[src/rtl/assert_macros.svh]
// Assertion macros shared by the RTL modules.
// Each macro expects i_clk and i_rst_n to exist in the module that uses it.
`ifndef ASSERT_MACROS_SVH
`define ASSERT_MACROS_SVH

// Checks a property on every rising clock edge outside reset.
`define ASSERT_CLK(label, prop, msg) \
    label: assert property (@(posedge i_clk) disable iff (!i_rst_n) prop) \
        else $error(msg);

// Checks that a condition never holds outside reset.
`define ASSERT_NEVER(label, cond, msg) \
    `ASSERT_CLK(label, !(cond), msg)

`endif

[src/rtl/pcab_pkg.sv]
// ----------------------------------------------------------------------------
// Polygon convexity, area and bounding box: shared package
// Types, widths and helpers used by the front, the queue and the back.
// ----------------------------------------------------------------------------
package pcab_pkg;

    localparam int COORD_W    = 24;
    localparam int DIFF_W     = COORD_W + 1;
    localparam int PROD_W     = 2 * COORD_W;
    localparam int CROSS_P_W  = 2 * DIFF_W;
    localparam int EDGE_W     = PROD_W + 1;
    localparam int CROSS_W    = CROSS_P_W + 1;
    localparam int SUM_W      = 60;
    localparam int AREA_W     = 50;
    localparam int TOTAL_BITS = 10;
    localparam int TOTAL_MAX  = 1023;
    localparam int IN_DATA_W  = 48;
    localparam int OUT_DATA_W = 160;
    localparam int QUEUE_DEPTH = 2;
    localparam int QUEUE_AW    = 1;

    typedef logic signed [COORD_W-1:0] t_coord;
    typedef logic signed [DIFF_W-1:0]  t_diff;

    typedef enum logic [1:0] {
        FRONT_RUN,
        FRONT_CLOSE1,
        FRONT_CLOSE2
    } t_front_state;

    typedef struct packed {
        t_coord min_x;
        t_coord max_x;
        t_coord min_y;
        t_coord max_y;
    } t_box;

    typedef struct packed {
        logic                  fin;
        logic                  has_area;
        t_box                  box;
        logic [TOTAL_BITS-1:0] total;
        logic                  ovf;
    } t_meta;

    typedef struct packed {
        logic   edge_en;
        t_coord ex_a;
        t_coord ey_a;
        t_coord ex_b;
        t_coord ey_b;
        logic   turn_en;
        t_diff  d_bax;
        t_diff  d_cyb;
        t_diff  d_bay;
        t_diff  d_cxb;
        t_meta  meta;
    } t_op;

    typedef struct packed {
        logic                        edge_en;
        logic                        turn_en;
        t_meta                       meta;
        logic signed [PROD_W-1:0]    p0;
        logic signed [PROD_W-1:0]    p1;
        logic signed [CROSS_P_W-1:0] q0;
        logic signed [CROSS_P_W-1:0] q1;
    } t_prod;

    typedef struct packed {
        logic                      edge_en;
        logic                      turn_en;
        t_meta                     meta;
        logic signed [EDGE_W-1:0]  edge_term;
        logic signed [CROSS_W-1:0] turn_val;
    } t_term;

    typedef struct packed {
        t_box                  box;
        logic [AREA_W-1:0]     area;
        logic                  convex;
        logic [TOTAL_BITS-1:0] total;
        logic                  ovf;
    } t_result;

    function automatic t_diff coord_diff(input t_coord a, input t_coord b);
        return t_diff'(a) - t_diff'(b);
    endfunction

endpackage

[src/rtl/pcab_queue.sv]
`include "assert_macros.svh"
// ----------------------------------------------------------------------------
// Operation queue
// Two-entry first-in first-out store between the front and the back.
// ----------------------------------------------------------------------------
module pcab_queue (
    input  logic          i_clk,
    input  logic          i_rst_n,
    input  logic          i_push,
    input  pcab_pkg::t_op i_data,
    output logic          o_full,
    output logic          o_valid,
    output pcab_pkg::t_op o_data,
    input  logic          i_pop
);
    import pcab_pkg::*;

    t_op                 r_entry [QUEUE_DEPTH];
    logic [QUEUE_AW-1:0] r_wr_ptr, r_rd_ptr;
    logic [QUEUE_AW:0]   r_count;
    logic                do_push, do_pop;

    assign o_full  = (r_count == (QUEUE_AW+1)'(QUEUE_DEPTH));
    assign o_valid = (r_count != '0);
    assign o_data  = r_entry[r_rd_ptr];
    assign do_push = i_push && !o_full;
    assign do_pop  = i_pop && o_valid;

    always_ff @(posedge i_clk) begin
        if (!i_rst_n) begin
            r_wr_ptr <= '0;
            r_rd_ptr <= '0;
            r_count  <= '0;
        end else begin
            if (do_push) r_wr_ptr <= r_wr_ptr + QUEUE_AW'(1);
            if (do_pop)  r_rd_ptr <= r_rd_ptr + QUEUE_AW'(1);
            if (do_push && !do_pop) begin
                r_count <= r_count + (QUEUE_AW+1)'(1);
            end else if (do_pop && !do_push) begin
                r_count <= r_count - (QUEUE_AW+1)'(1);
            end
        end
    end

    always_ff @(posedge i_clk) begin
        if (do_push) r_entry[r_wr_ptr] <= i_data;
    end

    `ASSERT_NEVER(a_push_when_full, i_push && o_full, "Operation pushed into a full queue.")

endmodule

[config.mk]
export PLATFORM = sky130hd
export DESIGN_NAME = pcab_queue
export DESIGN_NICKNAME = d
export VERILOG_FILES = /design/src/rtl/pcab_pkg.sv /design/src/rtl/pcab_queue.sv
export VERILOG_INCLUDE_DIRS = /design/src /design/src/rtl
export SDC_FILE = /design/constraint.sdc
export NUM_CORES = 1
export LEC_CHECK = 0
export ABC_CLOCK_PERIOD_IN_PS = 40300
export BUFFER_PORTS_ARGS = -buffer_cell sky130_fd_sc_hd__buf_2
export CAP_MARGIN = 20
export CORE_MARGIN = 10
export CORE_UTILIZATION = 45
export CTS_CLUSTER_DIAMETER = 150
export DETAILED_ROUTE_END_ITERATION = 7
export PLACE_DENSITY = 0.7
export SETUP_SLACK_MARGIN = 0.15
export SYNTH_ARGS = -nofsm -noshare
export SYNTH_HDL_FRONTEND = slang
export SYNTH_SLANG_ARGS = --single-unit
[constraint.sdc]
create_clock -name i_clk -period 40.3 [get_ports i_clk]
set_clock_uncertainty 0.2 [all_clocks]
set_input_delay 8.06 -clock i_clk [delete_from_list [all_inputs] [get_ports i_clk]]
set_output_delay 8.06 -clock i_clk [all_outputs]
set_load 0.05 [all_outputs]
==> results_dict.tcl <==
set metrics [dict create \
    cts_buffers 60 \
    worst_slack_ps 27800 \
    drtPass1Iterations 5 \
    fin_cells 2378 \
    sw_frac_of_total 0.3745 \
    grt_antenna_before_repair 23 \
    drive_gt1_frac 0.6070 \
    finalPower_mw 2.173 \
    areaGrowthSynthToFinish_pct 24.15 \
    htreeDepth 2 \
    grt_pass1_wl_um 77750 \
    die_h_um 247.7 \
    critPathMaxFanout 61 \
    p_leak_nw 11.17 \
    status "finished clean" \
    powerDensity_nw_per_um2 75.00 \
    hpwlAfterDp_um 40210 \
    routed_via_density 4.854 \
    setup_violations 0 \
    hold_class "reg2reg" \
    dpl_worst_slack_ps 28390 \
    dieArea_um2 61360 \
    finalSetupTns_ps 0 \
    crit_type "reg2out" \
    worstMarginPinSlew_ps 1119 \
    num_vias 11542 \
    rsz0062_at_grt "no" \
    syn_inst 980 \
    initial_core_util 0.4548 \
    max_freq_ghz 0.07999 \
    final_core_util 0.5647 \
    power.internal_mw 1.359 \
    clk_latency_ps 590 \
    period_share 0.3102 \
    clk_path_buf_depth 3 \
    clk_pin_slew_ps 60 \
    period_minus_slack_ps 12500 \
    root_buffer "clkbuf_16" \
    power.share.clock 0.245 \
    routed_wl_um 55530 \
    syn_nets 1292 \
    grt_pass1_vias 12269 \
    globalplace.congestion 0.8375 \
    cts_tree "yes" \
    track_usage 0.1699 \
    p_sw_mw 0.8137 \
    port-buffer-count 619 \
    slew_violations 0 \
    rows 83 \
    combPwrFrac 0.368 \
    reg2reg_setup_slack_ps 36540 \
    die_x_um 247.7 \
    syn_area_per_cell_um2 23.81 \
    cts.sinks 619 \
    placed_cells 2255 \
    syn-cell-area_um2 23330 \
    required_ps 32040 \
    ant_nets 0 \
    ios 620 \
    overflow 0 \
    finalHoldViolCount 0 \
    cap_violations 0 \
    grt_max_degree 169 \
    drt_iter0_drc 720 \
    drc_errors 0 \
    cts_setup_buffers 0 \
    max-vdd-ir-drop_uv 49.91 \
    start_kind "flop" \
    seq_power_share 0.387 \
    hold_buffers 0 \
    synth_cell_types 22 \
    synth_seq_cells 619 \
    yosysSeqAreaShare 0.7945 \
    arrival_ps 4240 \
    yosysWarnings 0 \
    max-slew-margin-rel 0.2538 \
    cp-end-kind "output port" \
    nets 1949 \
    core-area_um2 51300 \
    post_cts_resized 0 \
    wl_per_cell_um 23.35 \
]
stage by stage:
step / instance area (µm²) / hold WS [ps]
6_report: 28970 / 320.8
2_1_floorplan: 23330 / 278.5
5_1_grt: 28960 / 345.7
3_5_place_dp: 27060 / 318.0
3_3_place_gp: 27060 / 300.9
4_1_cts: 28930 / 327.3
layout by cell type (no fill, tap or decap):
cell / netlist / routed
a21boi_0: 1 / 1
a21boi_1: 1 / 1
and2_1: 3 / 3
and3_4: 0 / 1
buf_12: 0 / 2
buf_2: 7 / 619
buf_4: 0 / 8
bufinv_16: 0 / 5
clkbuf_1: 0 / 13
clkbuf_16: 0 / 61
clkinv_1: 0 / 13
clkinv_2: 0 / 10
clkinvlp_4: 0 / 2
dfxtp_1: 5 / 4
dfxtp_4: 0 / 1
diode_2: 0 / 16
edfxtp_1: 614 / 614
ha_1: 1 / 1
inv_1: 2 / 2
inv_6: 0 / 1
inv_8: 0 / 2
mux2_2: 77 / 77
mux2_4: 230 / 230
nand2b_1: 1 / 1
nor2_1: 1 / 1
nor3_4: 0 / 1
o21a_1: 1 / 1
o21ai_0: 1 / 1
o21ai_1: 1 / 1
or2_2: 1 / 1
or3_1: 1 / 1
xnor2_1: 2 / 2
xor2_1: 1 / 1
critical path: stages, from the launching register on:
cell and delay, ps:
dfxtp_4 1000, buf_4 950, buf_4 970, mux2_4 350
buf_2 210
flip-flops by register name (all words and copies together), names as in the netlist, named ones only:
| register | flops |
|---|---|
| r_entry | 614 |
| r_count | 2 |
| r_rd_ptr | 1 |
| r_wr_ptr | 1 |
routing by layer:
metal | part of all wire | vias to the layer above | GRT usage
met5 | 0.0014 | - | 0
met4 | 0.023 | 12 | 0.06330
met3 | 0.084 | 87 | 0.05956
met2 | 0.53 | 428 | 0.3011
met1 | 0.36 | 5763 | 0.1848
li1 | - | 5252 | -
cells by family after synthesis:
group	share of synthesized area
buffers and inverters	0.01485
DFF	0.7945
AOI/OAI and AO/OA	0.001394
xor gates and xnor gates	0.001126
muxes	0.1852
adders and majority gates	0.0005361
and+or+nand+nor	0.002467
area by class of cell:
| type | count | area (µm²) |
|---|---|---|
| repair buffers | 629 | 3198 |
| flip-flops and latches | 619 | 18540 |
| clock buffers | 74 | 1575 |
| diodes | 16 | 40.04 |
| well taps | 680 | 850.8 |
| inverters | 2 | 7.507 |
| multi-input cells | 325 | 4461 |
| clock inverters | 33 | 295.3 |
| fillers | 3900 | 22330 |
power groups by stage:
stage	combinational (mW)	clock [mW]	sequential [mW]
after floorplan	0.652	0	0.874
after detailed placement	0.807	0	0.855
after global routing	0.830	0.568	0.848
after CTS	0.808	0.543	0.841
final	0.800	0.531	0.841
after global placement	0.802	0	0.851
worst paths after layout:
kind | from | end | cells past startpoint
worst min register to register | r_count[1]$_SDFFE_PN0P_ | r_count[1]$_SDFFE_PN0P_ | 2
worst max register to register | r_count[0]$_SDFFE_PN0P_ | r_entry[0][94]$_DFFE_PP_ | 6
worst min-delay path | r_count[1]$_SDFFE_PN0P_ | r_count[1]$_SDFFE_PN0P_ | 2
worst max-delay path | flop | o_data[118] | 4
synth_stat cells:
cell type / count / share of area
edfxtp_1: 614 / 0.79
mux2_4: 230 / 0.15
mux2_2: 77 / 0.037
buf_6: 27 / 0.013
buf_2: 7 / 0.0015
dfxtp_1: 5 / 0.0043
and2_1: 3 / 0.00080
inv_1: 2 / 0.00032
xnor2_1: 2 / 0.00075
a21boi_0: 1 / 0.00032
a21boi_1: 1 / 0.00032
and3_1: 1 / 0.00027
ha_1: 1 / 0.00054
nand2b_1: 1 / 0.00027
nor2_1: 1 / 0.00016
nor3_2: 1 / 0.00043
o21a_1: 1 / 0.00032
o21ai_0: 1 / 0.00021
o21ai_1: 1 / 0.00021
or2_2: 1 / 0.00027
or3_1: 1 / 0.00027
xor2_1: 1 / 0.00038
No activity file was read; power rests on OpenSTA's default activity.
