--- config.mk ---
export PLATFORM = sky130hd
export DESIGN_NAME = pcab_front
export DESIGN_NICKNAME = d
export VERILOG_FILES = /design/src/rtl/pcab_pkg.sv /design/src/rtl/pcab_front.sv
export VERILOG_INCLUDE_DIRS = /design/src /design/src/rtl
export SDC_FILE = /design/constraint.sdc
export NUM_CORES = 2
export LEC_CHECK = 0
export BUFFER_PORTS_ARGS = -buffer_cell sky130_fd_sc_hd__buf_4
export CAP_MARGIN = 20
export CORE_UTILIZATION = 54
export CTS_BUF_LIST = sky130_fd_sc_hd__clkbuf_16
export DETAILED_ROUTE_END_ITERATION = 10
export PLACE_DENSITY = 0.79
export SYNTH_ARGS = -nofsm -noshare
export SYNTH_HDL_FRONTEND = slang
export SYNTH_SLANG_ARGS = --single-unit
--- constraint.sdc ---
create_clock -name i_clk -period 3.15 [get_ports i_clk]
set_input_delay 0.315 -clock i_clk [delete_from_list [all_inputs] [get_ports i_clk]]
set_output_delay 0.315 -clock i_clk [all_outputs]
set_load 0.02 [all_outputs]
--- src/rtl/assert_macros.svh ---
// Assertion macros shared by the RTL modules.
// Each macro expects i_clk and i_rst_n to exist in the module that uses it.
`ifndef ASSERT_MACROS_SVH
`define ASSERT_MACROS_SVH

// Checks a property on every rising clock edge outside reset.
`define ASSERT_CLK(label, prop, msg) \
    label: assert property (@(posedge i_clk) disable iff (!i_rst_n) prop) \
        else $error(msg);

// Checks that a condition never holds outside reset.
`define ASSERT_NEVER(label, cond, msg) \
    `ASSERT_CLK(label, !(cond), msg)

`endif

--- src/rtl/pcab_pkg.sv ---
// ----------------------------------------------------------------------------
// Polygon convexity, area and bounding box: shared package
// Types, widths and helpers used by the front, the queue and the back.
// ----------------------------------------------------------------------------
package pcab_pkg;

    localparam int COORD_W    = 24;
    localparam int DIFF_W     = COORD_W + 1;
    localparam int PROD_W     = 2 * COORD_W;
    localparam int CROSS_P_W  = 2 * DIFF_W;
    localparam int EDGE_W     = PROD_W + 1;
    localparam int CROSS_W    = CROSS_P_W + 1;
    localparam int SUM_W      = 60;
    localparam int AREA_W     = 50;
    localparam int TOTAL_BITS = 10;
    localparam int TOTAL_MAX  = 1023;
    localparam int IN_DATA_W  = 48;
    localparam int OUT_DATA_W = 160;
    localparam int QUEUE_DEPTH = 2;
    localparam int QUEUE_AW    = 1;

    typedef logic signed [COORD_W-1:0] t_coord;
    typedef logic signed [DIFF_W-1:0]  t_diff;

    typedef enum logic [1:0] {
        FRONT_RUN,
        FRONT_CLOSE1,
        FRONT_CLOSE2
    } t_front_state;

    typedef struct packed {
        t_coord min_x;
        t_coord max_x;
        t_coord min_y;
        t_coord max_y;
    } t_box;

    typedef struct packed {
        logic                  fin;
        logic                  has_area;
        t_box                  box;
        logic [TOTAL_BITS-1:0] total;
        logic                  ovf;
    } t_meta;

    typedef struct packed {
        logic   edge_en;
        t_coord ex_a;
        t_coord ey_a;
        t_coord ex_b;
        t_coord ey_b;
        logic   turn_en;
        t_diff  d_bax;
        t_diff  d_cyb;
        t_diff  d_bay;
        t_diff  d_cxb;
        t_meta  meta;
    } t_op;

    typedef struct packed {
        logic                        edge_en;
        logic                        turn_en;
        t_meta                       meta;
        logic signed [PROD_W-1:0]    p0;
        logic signed [PROD_W-1:0]    p1;
        logic signed [CROSS_P_W-1:0] q0;
        logic signed [CROSS_P_W-1:0] q1;
    } t_prod;

    typedef struct packed {
        logic                      edge_en;
        logic                      turn_en;
        t_meta                     meta;
        logic signed [EDGE_W-1:0]  edge_term;
        logic signed [CROSS_W-1:0] turn_val;
    } t_term;

    typedef struct packed {
        t_box                  box;
        logic [AREA_W-1:0]     area;
        logic                  convex;
        logic [TOTAL_BITS-1:0] total;
        logic                  ovf;
    } t_result;

    function automatic t_diff coord_diff(input t_coord a, input t_coord b);
        return t_diff'(a) - t_diff'(b);
    endfunction

endpackage

--- src/rtl/pcab_front.sv ---
`include "assert_macros.svh"
// ----------------------------------------------------------------------------
// Polygon front end
// Accepts vertices, keeps the box, count and vertex history, and issues one
// operation per vertex plus two closing operations for a contour of three or more vertices.
// ----------------------------------------------------------------------------
module pcab_front #(
    parameter int MAX_VERTICES = 1024,
    parameter int COORD_BITS   = 24
) (
    input  logic                            i_clk,
    input  logic                            i_rst_n,
    input  logic                            i_s_tvalid,
    output logic                            o_s_tready,
    input  logic [pcab_pkg::IN_DATA_W-1:0]  i_s_tdata,
    input  logic                            i_s_tlast,
    output logic                            o_push,
    output pcab_pkg::t_op                   o_op,
    input  logic                            i_full
);
    import pcab_pkg::*;

    localparam int CW = $clog2(MAX_VERTICES);
    localparam int TW = (CW > TOTAL_BITS) ? CW : TOTAL_BITS;
    localparam int SH = COORD_W - COORD_BITS;
    localparam logic [CW-1:0] CAP = CW'(MAX_VERTICES - 1);

    typedef struct packed {
        t_coord first_x;
        t_coord first_y;
        t_coord second_x;
        t_coord second_y;
        t_coord older_x;
        t_coord older_y;
        t_coord recent_x;
        t_coord recent_y;
    } t_hist;

    t_front_state  r_state, n_state;
    t_hist         r_hist, n_hist;
    t_box          r_box, n_box;
    logic [CW-1:0] r_count, n_count;
    logic          r_ovf, n_ovf;

    t_coord raw_x, raw_y, vx, vy;
    logic   accept;

    assign raw_x = i_s_tdata[COORD_W-1:0];
    assign raw_y = i_s_tdata[2*COORD_W-1:COORD_W];
    assign vx    = (raw_x <<< SH) >>> SH;
    assign vy    = (raw_y <<< SH) >>> SH;

    assign o_s_tready = (r_state == FRONT_RUN) && !i_full;
    assign accept     = i_s_tvalid && o_s_tready;

    function automatic t_meta make_meta(input logic fin, input logic has_area,
                                        input t_box box, input logic [CW-1:0] cnt,
                                        input logic ovf);
        t_meta           m;
        logic [TW-1:0]   wide;
        wide       = TW'(cnt);
        m.fin      = fin;
        m.has_area = has_area;
        m.box      = box;
        if (wide > TW'(TOTAL_MAX)) begin
            m.total = TOTAL_BITS'(TOTAL_MAX);
            m.ovf   = 1'b1;
        end else begin
            m.total = TOTAL_BITS'(wide);
            m.ovf   = ovf;
        end
        return m;
    endfunction

    always_ff @(posedge i_clk) begin
        if (!i_rst_n) begin
            r_state <= FRONT_RUN;
            r_hist  <= '0;
            r_box   <= '0;
            r_count <= '0;
            r_ovf   <= 1'b0;
        end else begin
            r_state <= n_state;
            r_hist  <= n_hist;
            r_box   <= n_box;
            r_count <= n_count;
            r_ovf   <= n_ovf;
        end
    end

    always_comb begin
        n_state = r_state;
        n_hist  = r_hist;
        n_box   = r_box;
        n_count = r_count;
        n_ovf   = r_ovf;
        o_push  = 1'b0;
        o_op    = '0;
        unique case (r_state)
            FRONT_RUN: begin
                if (accept) begin
                    o_push        = 1'b1;
                    o_op.edge_en  = (r_count != '0);
                    o_op.ex_a     = r_hist.recent_x;
                    o_op.ey_a     = r_hist.recent_y;
                    o_op.ex_b     = vx;
                    o_op.ey_b     = vy;
                    o_op.turn_en  = (r_count != '0) && (r_count != CW'(1));
                    o_op.d_bax    = coord_diff(r_hist.recent_x, r_hist.older_x);
                    o_op.d_cyb    = coord_diff(vy, r_hist.recent_y);
                    o_op.d_bay    = coord_diff(r_hist.recent_y, r_hist.older_y);
                    o_op.d_cxb    = coord_diff(vx, r_hist.recent_x);
                    if (r_count == '0) begin
                        n_hist.first_x = vx;
                        n_hist.first_y = vy;
                        n_box.min_x    = vx;
                        n_box.max_x    = vx;
                        n_box.min_y    = vy;
                        n_box.max_y    = vy;
                    end else begin
                        if (vx < r_box.min_x) n_box.min_x = vx;
                        if (vx > r_box.max_x) n_box.max_x = vx;
                        if (vy < r_box.min_y) n_box.min_y = vy;
                        if (vy > r_box.max_y) n_box.max_y = vy;
                        if (r_count == CW'(1)) begin
                            n_hist.second_x = vx;
                            n_hist.second_y = vy;
                        end
                    end
                    n_hist.older_x  = r_hist.recent_x;
                    n_hist.older_y  = r_hist.recent_y;
                    n_hist.recent_x = vx;
                    n_hist.recent_y = vy;
                    if (r_count == CAP) begin
                        n_ovf = 1'b1;
                    end else begin
                        n_count = r_count + CW'(1);
                    end
                    if (i_s_tlast) begin
                        if (n_count >= CW'(3)) begin
                            n_state = FRONT_CLOSE1;
                        end else begin
                            o_op.meta = make_meta(1'b1, 1'b0, n_box, n_count, n_ovf);
                            n_hist    = '0;
                            n_box     = '0;
                            n_count   = '0;
                            n_ovf     = 1'b0;
                        end
                    end
                end
            end
            FRONT_CLOSE1: begin
                if (!i_full) begin
                    o_push       = 1'b1;
                    o_op.edge_en = 1'b1;
                    o_op.ex_a    = r_hist.recent_x;
                    o_op.ey_a    = r_hist.recent_y;
                    o_op.ex_b    = r_hist.first_x;
                    o_op.ey_b    = r_hist.first_y;
                    o_op.turn_en = 1'b1;
                    o_op.d_bax   = coord_diff(r_hist.recent_x, r_hist.older_x);
                    o_op.d_cyb   = coord_diff(r_hist.first_y, r_hist.recent_y);
                    o_op.d_bay   = coord_diff(r_hist.recent_y, r_hist.older_y);
                    o_op.d_cxb   = coord_diff(r_hist.first_x, r_hist.recent_x);
                    n_state      = FRONT_CLOSE2;
                end
            end
            FRONT_CLOSE2: begin
                if (!i_full) begin
                    o_push       = 1'b1;
                    o_op.turn_en = 1'b1;
                    o_op.d_bax   = coord_diff(r_hist.first_x, r_hist.recent_x);
                    o_op.d_cyb   = coord_diff(r_hist.second_y, r_hist.first_y);
                    o_op.d_bay   = coord_diff(r_hist.first_y, r_hist.recent_y);
                    o_op.d_cxb   = coord_diff(r_hist.second_x, r_hist.first_x);
                    o_op.meta    = make_meta(1'b1, 1'b1, r_box, r_count, r_ovf);
                    n_hist       = '0;
                    n_box        = '0;
                    n_count      = '0;
                    n_ovf        = 1'b0;
                    n_state      = FRONT_RUN;
                end
            end
            default: begin
                n_state = FRONT_RUN;
            end
        endcase
    end

    `ASSERT_CLK(a_close_blocks_input, (r_state != FRONT_RUN) |-> !o_s_tready, "Vertex taken while closing a contour.")

endmodule

==> metrics <==
vias in the first global route ~31000; FF+latch count, synth around 300; total power roughly 16 mW; first-pass GRT wire length between 150000 and 200000 um; max incr delay on CP about 510 ps; CTS tree done; final setup margin -1104 ps; clock skew between 30 and 40 ps; Num CTS Buffers 39; starting DRC count in detailed routing approximately 5500; met2 Use GR 0.7301; die height about 220 um; Synth Warn # 0; ANT cells 0; Synth top area share 0.2345; Setup-failing EPs final ~210; Routed Wire Length roughly 140000 um; post-synthesis sequential area ratio 0.2345; Flop pwr share 0.249; antenna violation net count after detailed routing 0; Place WS -628.2 ps; largest net degree at the start of global routing 73; Worst-Skew Late Latency ~610 ps; Port Buf Inserts 361; Worst Path Max Fanout 2; internal power 9.921 mW; CTS Root Cell clkbuf_16; first drt pass iteration count 11; internal reg-to-reg setup slack -290 ps; synthesized area per cell just under 8 um2; Clk pin slew, worst setup/hold paths approximately 60 ps; H-tree Lvls 2; Post-CTS Hold Buffers 0; WL per Instance between 20 and 30 um; worst-path cell chain ha_4, inv_2, fa_2, a211o_1, a2111oi_4, buf_4, o31ai_4, a31oi_2, a21oi_2, nand3_2, a21oi_2, or4b_4, a211oi_4, buf_6; area delta synth->final 58.84%; DR vias/cell 6.942; clock group share of total power 0.280; initial core utilization 0.5496; slew margin rel. 0.3731; Startpoint Class flop; worst-case clock buffer depth 3; post-synth top area cell dfxtp_1; Synth Flop Type dfxtp_1; Synth Cell Area 0.02569 mm2; vias after detailed routing approximately 34000; Lkg Pwr between 15 and 20 nW; CP max stage cell or4b_4; MaxCap Viol Count 0; Post-synth ARST share 0; minimum clock period after layout ~4300 ps; Ports roughly 360; grt met3 use 0.1560; Fillers between 2000 and 2500; DRC 20; placed inst area between 0.03 and 0.04 mm2; row count 79; Setup crit end kind output port; crit path DAT around 3900 ps; top post-synthesis cells by area dfxtp_1 23%, ha_1 14%, a22o_1 9.8%, inv_1 4.3%, a21oi_1 4.0%; Yosys cell types 96; syn nets 3587; commonest non-fill, non-tap cell in the layout buf_4; worst-margin pin slew about 940 ps; WP data required roughly 2800 ps; Tot GR Track Use 0.4908; design area 0.04081 mm2; fin crit share 1.351; nets@finish between 4000 and 5000; most frequent CP cell a21oi_2; Core Box Area 0.04675 mm2; Fmax roughly 240 MHz; Worst Hold Class input port to flop; RSZ-0062 raised after global routing true; number of synthesized flops with an enable pin 0; Fin. Hold Viols 0; Overflow after GRT 0; Sink Count between 300 and 400; Synth Instances roughly 3200; Crit Path Class flop to output port; Logic pwr share 0.471; Sw Ratio 0.3848; status finished with violations; placer congestion estimate 1.042; met1 Use GR 0.6229; sw power between 6 and 7 mW; Die ar. approximately 0.048 mm2; GRT busiest layer met2; share of layout cells above drive strength 1 0.4321; commonest non-fill, non-tap cells in the layout 859 x buf_4, 281 x a22o_1, 259 x inv_1; hpwl dp around 78000 um; Peak VDD IR around 0.42 mV; failing checks design-rule violations, negative setup slack; Final Slew Violations 0; Die W approximately 220 um; Pwr Density slightly below 400 mW/mm2; antenna violations before repair 3
## power by group through the flow
stage          registers, mW  clock network, mW  logic, mW
2_1_floorplan           4.06                  0       2.99
3_3_place_gp            4.07                  0       4.99
3_5_place_dp            4.07                  0       5.09
4_1_cts                 4.00               4.41       6.38
5_1_grt                 4.01               4.60       7.84
6_report                4.01               4.52       7.60
## worst paths after layout
path	startpoint	end	cells past startpoint
hold reg to reg	r_box[47]	r_box[47]	2
setup reg to reg	r_box[62]	r_box[61]	16
setup / recovery	r_hist[48]	o_op[158]	14
hold / removal	i_s_tdata[35]	r_box[11]	2
## per-layer routing
layer  share of wire  wire, um
met3            0.15     20500
met4           0.086     11660
met2            0.41     55350
met5          0.0016       224
met1            0.36     48340
## sequential cells by signal, indices dropped and copies added (netlist names)
register	flops
r_state	2
r_box	96
r_ovf	1
r_hist	192
r_count	10
## worst max-delay path, delay by kind of cell (launching register included)
| kind | cells | cell delay, ps |
|---|---|---|
| buf+inv | 3 | 390 |
| compound gates | 7 | 1420 |
| fa+ha+maj | 2 | 520 |
| flops | 1 | 410 |
| simple gates | 2 | 610 |
## cell usage after synthesis (35+ instances only)
library cell / number
inv_1: 293
nor2_1: 249
xnor2_1: 94
a22oi_1: 134
xor2_1: 57
nand4_1: 36
nor2b_1: 128
a22o_1: 287
o21ai_0: 156
clkbuf_1: 109
a21oi_1: 204
buf_2: 37
nand2_1: 182
nor3_1: 37
dfxtp_1: 301
ha_1: 293
a21o_1: 102
clkbuf_2: 35
## cell type report
cell class	instances	area, um2	share of cell area
inverters	294	1131	0.02771
well taps	607	759.5	0.01861
clock inverters	25	166.4	0.004077
clock buffers	41	1026	0.02514
flip-flops and latches	301	6126	0.1501
repair buffers	1144	10150	0.2486
multi-input cells	2439	21460	0.5257
## logic make-up after synthesis
| group | synth area share |
|---|---|
| muxes | 0.005551 |
| buffers and inverters | 0.08064 |
| DFF | 0.2345 |
| and+or+nand+nor | 0.1552 |
| adders and majority gates | 0.1489 |
| AOI/OAI and AO/OA | 0.3237 |
| xor gates and xnor gates | 0.05147 |
## per-stage QoR
step,hold WS (ps),instances,setup TNS (ps),util
CTS,34.16,4791,-99900,0.8323
finish,59.87,4851,-126490,0.8729
detailed placement,469.6,4594,-74570,0.7078
global route,73.19,4851,-133710,0.8729
global placement,463.2,4594,-57350,0.7078
floorplan,440.5,3233,-131.9,-
## timing repair
item                       CTS  global route
pin swaps                  371           264
resized for setup          769           300
setup endpoints to repair  275           343
cloned                      22             3
setup buffers              135            90
No activity file was read; power rests on OpenSTA's default activity.
